===== src/rtl/ovn_pkg.sv =====
`timescale 1ns / 1ps
// Shared constants, register indexes and controller/datapath command types
// for the octave value noise block. No dependencies.
package ovn_pkg;

   localparam int MAX_WIDTH   = 128;
   localparam int MAX_HEIGHT  = 128;
   localparam int MAX_OCTAVES = 8;
   localparam int GRID_DEPTH  = MAX_WIDTH * MAX_HEIGHT;
   localparam int ADDR_W      = $clog2(GRID_DEPTH);
   localparam int SEED_W      = 16;
   localparam int COORD_W     = 8;
   localparam int OCT_W       = 4;
   localparam int BIAS_W      = 16;
   localparam int WGT_W       = 32;
   localparam int DIV_W       = 48;
   localparam int STEP_W      = 6;
   localparam int MUL_A_W     = 17;
   localparam int CSR_IDX_W   = 4;
   localparam int REQ_DATA_W  = 48;

   localparam logic [STEP_W-1:0] STEPS_COORD  = STEP_W'(8);
   localparam logic [STEP_W-1:0] STEPS_BLEND  = STEP_W'(24);
   localparam logic [STEP_W-1:0] STEPS_WEIGHT = STEP_W'(40);
   localparam logic [STEP_W-1:0] STEPS_OUT    = STEP_W'(48);

   localparam logic [COORD_W-1:0] WIDTH_MAX  = COORD_W'(MAX_WIDTH);
   localparam logic [COORD_W-1:0] HEIGHT_MAX = COORD_W'(MAX_HEIGHT);
   localparam logic [OCT_W-1:0]   OCT_MAX    = OCT_W'(MAX_OCTAVES);

   typedef enum logic [CSR_IDX_W-1:0] {
      REG_GRID_WIDTH   = 4'd0,
      REG_GRID_HEIGHT  = 4'd1,
      REG_OCTAVE_COUNT = 4'd2,
      REG_SCALE_BIAS   = 4'd3
   } reg_idx_type;

   typedef enum logic [4:0] {
      OP_NOP,
      OP_WRITE,
      OP_START,
      OP_DIV_MODX,
      OP_DIV_MODY,
      OP_DIV_RX,
      OP_DIV_RY,
      OP_DIV_Y2,
      OP_DIV_BX,
      OP_DIV_BY,
      OP_DIV_WT,
      OP_DIV_OUT,
      OP_ROW1,
      OP_ROW2,
      OP_READ,
      OP_MIX_A,
      OP_MIX_B,
      OP_MIX_C,
      OP_MIX_D,
      OP_MIX_E,
      OP_MIX_F,
      OP_MIX_G,
      OP_ACC,
      OP_NEXT,
      OP_ZERO,
      OP_EMIT
   } op_type;

   typedef struct packed {
      op_type      op;
      logic        div_go;
      logic [1:0]  rd_sel;
   } cmd_type;

   typedef struct packed {
      logic div_done;
      logic div_busy;
      logic oct_more;
      logic wsum_zero;
   } sts_type;

endpackage


===== src/rtl/ovn_ctrl.sv =====
`timescale 1ns / 1ps
// Controller: sequences seed writes and the per-octave steps of a query,
// and holds the result valid flag. Depends on ovn_pkg.
module ovn_ctrl
   import ovn_pkg::*;
(
   input  logic    clock,
   input  logic    reset,
   input  logic    req_valid,
   input  logic    req_func,
   output logic    req_ready,
   output logic    rsp_valid,
   input  logic    rsp_ready,
   input  sts_type sts,
   output cmd_type cmd
);

   typedef enum logic [4:0] {
      S_IDLE, S_MODX, S_MODY, S_OCT, S_RX, S_RY, S_Y2, S_BX, S_BY,
      S_ROW1, S_ROW2, S_RD0, S_RD1, S_RD2, S_RD3, S_RDW,
      S_MA, S_MB, S_MC, S_MD, S_ME, S_MF, S_MG, S_ACC, S_WT, S_NEXT,
      S_FIN, S_OUT, S_EMIT
   } state_type;

   state_type state_ff;
   logic      wait_ff, rsp_valid_ff, rsp_free, is_div;

   assign rsp_free = !rsp_valid_ff || rsp_ready;
   assign is_div   = (state_ff == S_MODX) || (state_ff == S_MODY) || (state_ff == S_RX) ||
                     (state_ff == S_RY) || (state_ff == S_Y2) || (state_ff == S_BX) ||
                     (state_ff == S_BY) || (state_ff == S_WT) || (state_ff == S_OUT);

   always_comb begin
      cmd.op     = OP_NOP;
      cmd.div_go = is_div && !wait_ff;
      cmd.rd_sel = 2'd0;
      case (state_ff)
         S_IDLE:  if (req_valid) cmd.op = req_func ? OP_START : OP_WRITE;
         S_MODX:  cmd.op = OP_DIV_MODX;
         S_MODY:  cmd.op = OP_DIV_MODY;
         S_RX:    cmd.op = OP_DIV_RX;
         S_RY:    cmd.op = OP_DIV_RY;
         S_Y2:    cmd.op = OP_DIV_Y2;
         S_BX:    cmd.op = OP_DIV_BX;
         S_BY:    cmd.op = OP_DIV_BY;
         S_ROW1:  cmd.op = OP_ROW1;
         S_ROW2:  cmd.op = OP_ROW2;
         S_RD0:   begin cmd.op = OP_READ; cmd.rd_sel = 2'd0; end
         S_RD1:   begin cmd.op = OP_READ; cmd.rd_sel = 2'd1; end
         S_RD2:   begin cmd.op = OP_READ; cmd.rd_sel = 2'd2; end
         S_RD3:   begin cmd.op = OP_READ; cmd.rd_sel = 2'd3; end
         S_MA:    cmd.op = OP_MIX_A;
         S_MB:    cmd.op = OP_MIX_B;
         S_MC:    cmd.op = OP_MIX_C;
         S_MD:    cmd.op = OP_MIX_D;
         S_ME:    cmd.op = OP_MIX_E;
         S_MF:    cmd.op = OP_MIX_F;
         S_MG:    cmd.op = OP_MIX_G;
         S_ACC:   cmd.op = OP_ACC;
         S_WT:    cmd.op = OP_DIV_WT;
         S_NEXT:  cmd.op = OP_NEXT;
         S_FIN:   if (sts.wsum_zero) cmd.op = OP_ZERO;
         S_OUT:   cmd.op = OP_DIV_OUT;
         S_EMIT:  if (rsp_free) cmd.op = OP_EMIT;
         default: ;
      endcase
   end

   always_ff @(posedge clock) begin
      if (reset) begin
         state_ff     <= S_IDLE;
         wait_ff      <= 1'b0;
         rsp_valid_ff <= 1'b0;
      end else begin
         if (rsp_ready && !(state_ff == S_EMIT && rsp_free)) rsp_valid_ff <= 1'b0;
         if (is_div) begin
            if (!wait_ff) begin
               wait_ff <= 1'b1;
            end else if (sts.div_done) begin
               wait_ff <= 1'b0;
               case (state_ff)
                  S_MODX:  state_ff <= S_MODY;
                  S_MODY:  state_ff <= S_OCT;
                  S_RX:    state_ff <= S_RY;
                  S_RY:    state_ff <= S_Y2;
                  S_Y2:    state_ff <= S_BX;
                  S_BX:    state_ff <= S_BY;
                  S_BY:    state_ff <= S_ROW1;
                  S_WT:    state_ff <= S_NEXT;
                  default: state_ff <= S_EMIT;
               endcase
            end
         end else begin
            case (state_ff)
               S_IDLE:  if (req_valid && req_func) state_ff <= S_MODX;
               S_OCT:   state_ff <= sts.oct_more ? S_RX : S_FIN;
               S_ROW1:  state_ff <= S_ROW2;
               S_ROW2:  state_ff <= S_RD0;
               S_RD0:   state_ff <= S_RD1;
               S_RD1:   state_ff <= S_RD2;
               S_RD2:   state_ff <= S_RD3;
               S_RD3:   state_ff <= S_RDW;
               S_RDW:   state_ff <= S_MA;
               S_MA:    state_ff <= S_MB;
               S_MB:    state_ff <= S_MC;
               S_MC:    state_ff <= S_MD;
               S_MD:    state_ff <= S_ME;
               S_ME:    state_ff <= S_MF;
               S_MF:    state_ff <= S_MG;
               S_MG:    state_ff <= S_ACC;
               S_ACC:   state_ff <= S_WT;
               S_NEXT:  state_ff <= S_OCT;
               S_FIN:   state_ff <= sts.wsum_zero ? S_EMIT : S_OUT;
               S_EMIT: if (rsp_free) begin
                  rsp_valid_ff <= 1'b1;
                  state_ff     <= S_IDLE;
               end
               default: state_ff <= S_IDLE;
            endcase
         end
      end
   end

   assign req_ready = (state_ff == S_IDLE);
   assign rsp_valid = rsp_valid_ff;

endmodule


===== config.mk =====
export PLATFORM = sky130hd
export DESIGN_NAME = ovn_ctrl
export DESIGN_NICKNAME = d
export VERILOG_FILES = /design/src/rtl/ovn_pkg.sv /design/src/rtl/ovn_ctrl.sv
export SDC_FILE = /design/constraint.sdc
export NUM_CORES = 1
export LEC_CHECK = 0
export BUFFER_PORTS_ARGS = -buffer_cell sky130_fd_sc_hd__buf_4
export CAP_MARGIN = 15
export CORE_MARGIN = 1
export CORE_UTILIZATION = 61
export DETAILED_ROUTE_END_ITERATION = 10
export HOLD_SLACK_MARGIN = 0.03
export PLACE_DENSITY = 0.93
export REMOVE_ABC_BUFFERS = 1
export SYNTH_ARGS = -nofsm -noshare
export SYNTH_HDL_FRONTEND = slang
export SYNTH_SLANG_ARGS = --single-unit

===== constraint.sdc =====
create_clock -name clock -period 4.8 [get_ports clock]
set_clock_uncertainty 0.1 [all_clocks]
set_input_delay 0.24 -clock clock [delete_from_list [all_inputs] [get_ports clock]]
set_output_delay 0.24 -clock clock [all_outputs]
set_load 0.03 [all_outputs]

==> flow_summary.ini, run 1 <==
[status]
status = finished, final reports clean

[synthesis]
async_reset_ff_share_pct = 0
synth.yosys.warnings = 0
syn_area_um2 = 1290
synth_cell_type_count = 52
avgSynthCellArea_um2 = 6.94
synth_edf_count = 0
synth_seq_cells = 12
synth_top_area_share_pct = 18.6
seq_area_frac_synth_pct = 18.6
yosysTopAreaCell = dfxtp_1
synthTopCellsByArea = dfxtp_1, a21oi_1, nand2_1, nor2_1, ha_1
synth_ff_type = dfxtp_1
synth_cells = 186

[die]
die_area_um2 = 2300
core_area_um2 = 1980
ioPinCount = 19
start_util_pct = 65.2
rows = 16
die_w_um = 48.0
die_h_um = 48.0

[worst_setup_path]
cpLargestDelayFamily = compound AO/OA/AOI/OAI gates
end_kind = flop
cp_data_required_time_ps = 4850
setup.worst_path.start_class = flop
critPathBufInv = 1
reg2reg_depth = 11
r2r-start = state_ff[3]
cp_max_fo = 28
cp.arrival_ps = 3560
path_cells = nor2_1, a221oi_2, a22o_1, and2_4, nor2_1, a21oi_1, nor2_1, ha_1, inv_1, nor4_1, a211oi_1
cp-startpoint = state_ff[3]
rrSetupSlack_ps = 1290
worstSetupPathType = flop to flop
cp_slowest_cell = dfxtp_1
cp_common_cell = nor2_1
path_depth = 11
cpPeakStageDelay_ps = 870

[global_routing]
grt_usage_pct = 30.5
grt_max_degree = 29
grt_pass1_vias = 1110
grt_overflow_total = 0
antenna_found_initial = 0
grt_pass1_wl_mm = 4.95

[clock_tree]
cts_made_buffers = 3
root_buffer = clkbuf_4
cts_tree = built
post-cts-setup-buffers = 0
cts_buffer_depth = 2
htree_levels = 1
hold_buffers = 0
path_clk_slew_ps = 70
clk_latency_ps = 270
cts_sinks = 12
ctsResizeCount = 0

[cells_and_area]
nFillCells = 152
area_growth_pct = 9.01
n_antenna_cell = 0
drive_gt1_share_pct = 16.1
nets = 209

[timing]
worst-slew-pin-transition_ps = 918
slew_viol_final = 0
min_period_ps = 3510
max_freq_mhz = 285
min_period_over_period_pct = 73.1
rsz0062_at_grt = false
finalSetupViolCount = 0
hold_ws_ps = 138
tns_ps = 0
hold_viol = 0
relSlewSlack_pct = 38.7

[drt]
wl_per_cell_um = 15.7
dr.pass1.iters = 5
drtIter0Drc = 79
routed_via_density = 6.59
ant_nets = 0
dr_total_vias = 1450
drc = 0
drt_wl_total_mm = 3.45

[place]
hpwl_mm = 2.49
io_buffers = 17
gp_congestion = 0.910

[min_path]
hold_class = input port to flop
hold_depth = 2

[flow_run]
cap_violations = 0
-- layout make-up --
cell class                      count  area [um^2]  share of cell area [%]
Tap cell                           27         33.8                    2.40
Clock buffer                        3         22.5                    1.60
Multi-Input combinational cell    152          946                    67.2
Inverter                            8         30.0                    2.13
Timing Repair Buffer               18          135                    9.60
Sequential cell                    12          240                    17.1
-- through the flow --
| stage | utilization (%) | setup slack [ps] | cell area (um^2) | std cells |
|---|---|---|---|---|
| finish | 71.0 | 1290 | 1410 | 220 |
| global route | 71.0 | 1080 | 1410 | 220 |
| CTS | 71.0 | 1390 | 1410 | 220 |
| detailed placement | 69.9 | 1400 | 1390 | 217 |
| global placement | 69.9 | 1530 | 1390 | 217 |
| floorplan | - | 1810 | 1220 | 172 |
-- worst reg2reg max path: cells and delay by family, from the launching register on --
family	cells	cell delay, ps
AND/OR/NAND/NOR	5	970
AO/OA/AOI/OAI	4	1100
buffers and inverters	1	60
flip-flops	1	870
adder cells (fa/ha/maj)	1	280
-- cells by family after synthesis --
group	after synthesis	synth area share [%]
simple gates	82	31.7
flops	12	18.6
xor+xnor	4	2.71
buf+inv	22	8.14
compound gates	61	34.0
fa+ha+maj	5	4.84
-- placed cells by master, fill, tap and decap left out, drive strengths merged, types with 2 or more instances in the layout --
cell type  netlist  final
clkbuf           2      3
a21o             2      2
o31a             2      2
a221oi           2      2
or2              2      2
dfxtp           12     12
xor2             3      3
nor4b            3      3
a22o             2      2
ha               5      5
nand3            4      4
nand4            2      2
o22ai            2      2
inv              7      7
o21ai            7      7
nor2b            4      4
nor3             7      7
o2111ai          2      2
a31oi            3      3
and3             3      3
nor2            20     20
a211o            2      2
or3              2      2
nand2b           4      4
and2             2      2
a211oi           7      7
buf             12     18
nand2           24     24
a21oi           21     21
-- synth_stat cells (5+ instances only) --
master,instances
buf_2,6
dfxtp_1,12
nor3_1,7
nand2_1,24
nor2_1,20
a211oi_1,5
ha_1,5
a21oi_1,21
inv_1,6
o21ai_0,7
-- how the worst min path moves through the flow --
stage / startpoint / to
finish: reset / rsp_valid
global route: reset / rsp_valid
CTS: reset / rsp_valid
detailed placement: wait_ff / wait_ff
global placement: wait_ff / wait_ff
floorplan: reset / rsp_valid
-- routing by layer --
metal	wire, um	up-vias	GRT usage (%)
met5	0	-	0
met4	100	0	15.0
met3	243	12	3.40
met2	1750	94	51.6
met1	1360	659	38.2
li1	-	685	-
Power of run 1 is not shown: default switching activity piles up to over one toggle a cycle in this logic, so the estimate is an artifact.
==> run 2: changes to the inputs <==
--- a/config.mk
+++ b/config.mk
@@ -8,10 +8,10 @@
 export BUFFER_PORTS_ARGS = -buffer_cell sky130_fd_sc_hd__buf_4
 export CAP_MARGIN = 15
 export CORE_MARGIN = 1
-export CORE_UTILIZATION = 61
+export CORE_UTILIZATION = 51
 export DETAILED_ROUTE_END_ITERATION = 10
 export HOLD_SLACK_MARGIN = 0.03
-export PLACE_DENSITY = 0.93
+export PLACE_DENSITY = 0.84
 export REMOVE_ABC_BUFFERS = 1
 export SYNTH_ARGS = -nofsm -noshare
 export SYNTH_HDL_FRONTEND = slang
==> constraint.sdc (replaced) <==
create_clock -name clock -period 2.9 [get_ports clock]
set_clock_uncertainty 0.1 [all_clocks]
set_input_delay 0.145 -clock clock [delete_from_list [all_inputs] [get_ports clock]]
set_output_delay 0.145 -clock clock [all_outputs]
set_load 0.03 [all_outputs]
==> run 2 against run 1 <==
Against the previous run:
- critical path depth unchanged
- utilization down 5.5 points
- via count up 0.14%
- cell area up 6.9%
- global-route usage down 4.1 points
- non-clock buffer count up 11
- routed wire length down 2.1%
- critical path type unchanged
==> flow_summary.ini, run 2 (synthesis results as in run 1) <==
[status]
status = finished, final reports clean

[drt]
route.met3.wl_um = 201
routed_via_density = 6.26
ant_nets = 0
drc = 0
dr_total_vias = 1452
drt_wl_total_mm = 3.38
wl_met1_mm = 1.51
top_layer = met4
wl_per_cell_um = 14.6
dr.pass1.iters = 4
drtIter0Drc = 51
wl_met2_mm = 1.59

[worst_setup_path]
reg2reg_depth = 11
setup.worst_path.start_class = flop
end_kind = flop
worstSetupPathType = flop to flop
cp-startpoint = state_ff[1]
critPathBufInv = 2
r2r-start = state_ff[1]
cp_slowest_cell = or3_1
cpPeakStageDelay_ps = 410
cp_max_fo = 5
path_depth = 11
cpLargestDelayFamily = simple AND/OR/NAND/NOR gates
path_cells = or3_1, a21o_1, a22o_1, buf_4, nand2_1, nand2_1, and3_1, ha_1, inv_1, a211oi_1, nand2_1
cp_data_required_time_ps = 2960
cp_common_cell = nand2_1
cp.arrival_ps = 2760
rrSetupSlack_ps = 200

[timing]
slew_viol_final = 0
hold_viol = 0
max_freq_mhz = 370
tns_ps = 0
finalSetupViolCount = 0
worst-slew-pin-transition_ps = 380
min_period_ps = 2700
min_period_over_period_pct = 93.2
relSlewSlack_pct = 74.6
fin_ws_ps = 198
rsz0062_at_grt = true

[cells_and_area]
n_antenna_cell = 0
area_growth_pct = 16.6
nFillCells = 197
seq_area_um2 = 244
design_area_um2 = 1510
multiInputGateArea_um2 = 952
mostFrequentLayoutCell = buf_4
drive_gt1_share_pct = 22.5
nets = 220
final_cell_mix = buf_4, nand2_1, a21oi_1, nor2_1, dfxtp_1
fin_util_pct = 65.5

[global_routing]
antenna_found_initial = 0
grt_max_degree = 26
grt_pass1_wl_mm = 5.46
grt_pass1_vias = 1231
grt_overflow_total = 0
grt_usage_pct = 26.5

[clock_tree]
htree_levels = 1
cts_tree = built
hold_buffers = 0
root_buffer = clkbuf_4
cts_sinks = 12
path_clk_slew_ps = 60
cts_buffer_depth = 2
cts_made_buffers = 3
clk_latency_ps = 270

[die]
die_h_um = 52.3
rows = 17
ioPinCount = 19
start_util_pct = 56.2
core_area_um2 = 2300
die_area_um2 = 2740
die_w_um = 52.3

[flow_run]
cap_violations = 0

[place]
dpl_cell_area_um2 = 1470
hpwl_mm = 2.54
pre_cts_ws_ps = 194
gp_congestion = 0.922
io_buffers = 17

[min_path]
hold_class = input port to flop
-- run 2: changes by cell type in the layout (fill, tap and decap cells not counted), sizes merged --
cell	delta
buf	+11
-- run 2: routing by layer --
| layer | up-vias | global-route usage (%) |
|---|---|---|
| li1 | 709 | - |
| met3 | 10 | 4.06 |
| met4 | 0 | 11.0 |
| met1 | 677 | 33.2 |
| met5 | - | 0 |
| met2 | 56 | 44.5 |
-- run 2: final cells by class --
cell class,instances,share of cell area (%)
tap,28,2.33
clock buffer,3,1.50
multi-input combinational,152,63.3
sequential,12,16.2
inverter,8,2.00
timing repair buffer,29,14.7
-- run 2: worst min path at each step --
stage          cells past startpoint        end  startpoint
2_1_floorplan                      1  rsp_valid       reset
3_3_place_gp                       2  rsp_valid       reset
3_5_place_dp                       2  rsp_valid       reset
4_1_cts                            2  rsp_valid       reset
5_1_grt                            2  rsp_valid       reset
6_report                           2  rsp_valid       reset
-- run 2: worst reg2reg max path, cell delays in order (launching register included) --
cell and delay, ps:
dfxtp_1 340, or3_1 410, a21o_1 240, a22o_1 200, buf_4 150, nand2_1 100, nand2_1 100, and3_1 230
ha_1 280, inv_1 70, a211oi_1 280, nand2_1 90
-- run 2: what timing repair did --
action / in CTS / in global routing
resized for setup: 0 / 6
buffers inserted: 0 / 0
endpoints found under the setup margin: 0 / 3
-- run 2: per-stage QoR --
step	hold slack, ps	cells
after floorplan	114	172
after global placement	329	229
after detailed placement	332	229
after CTS	43.8	232
after global routing	53.7	232
final	54.3	232
Power of run 2 is left out for the same reason.
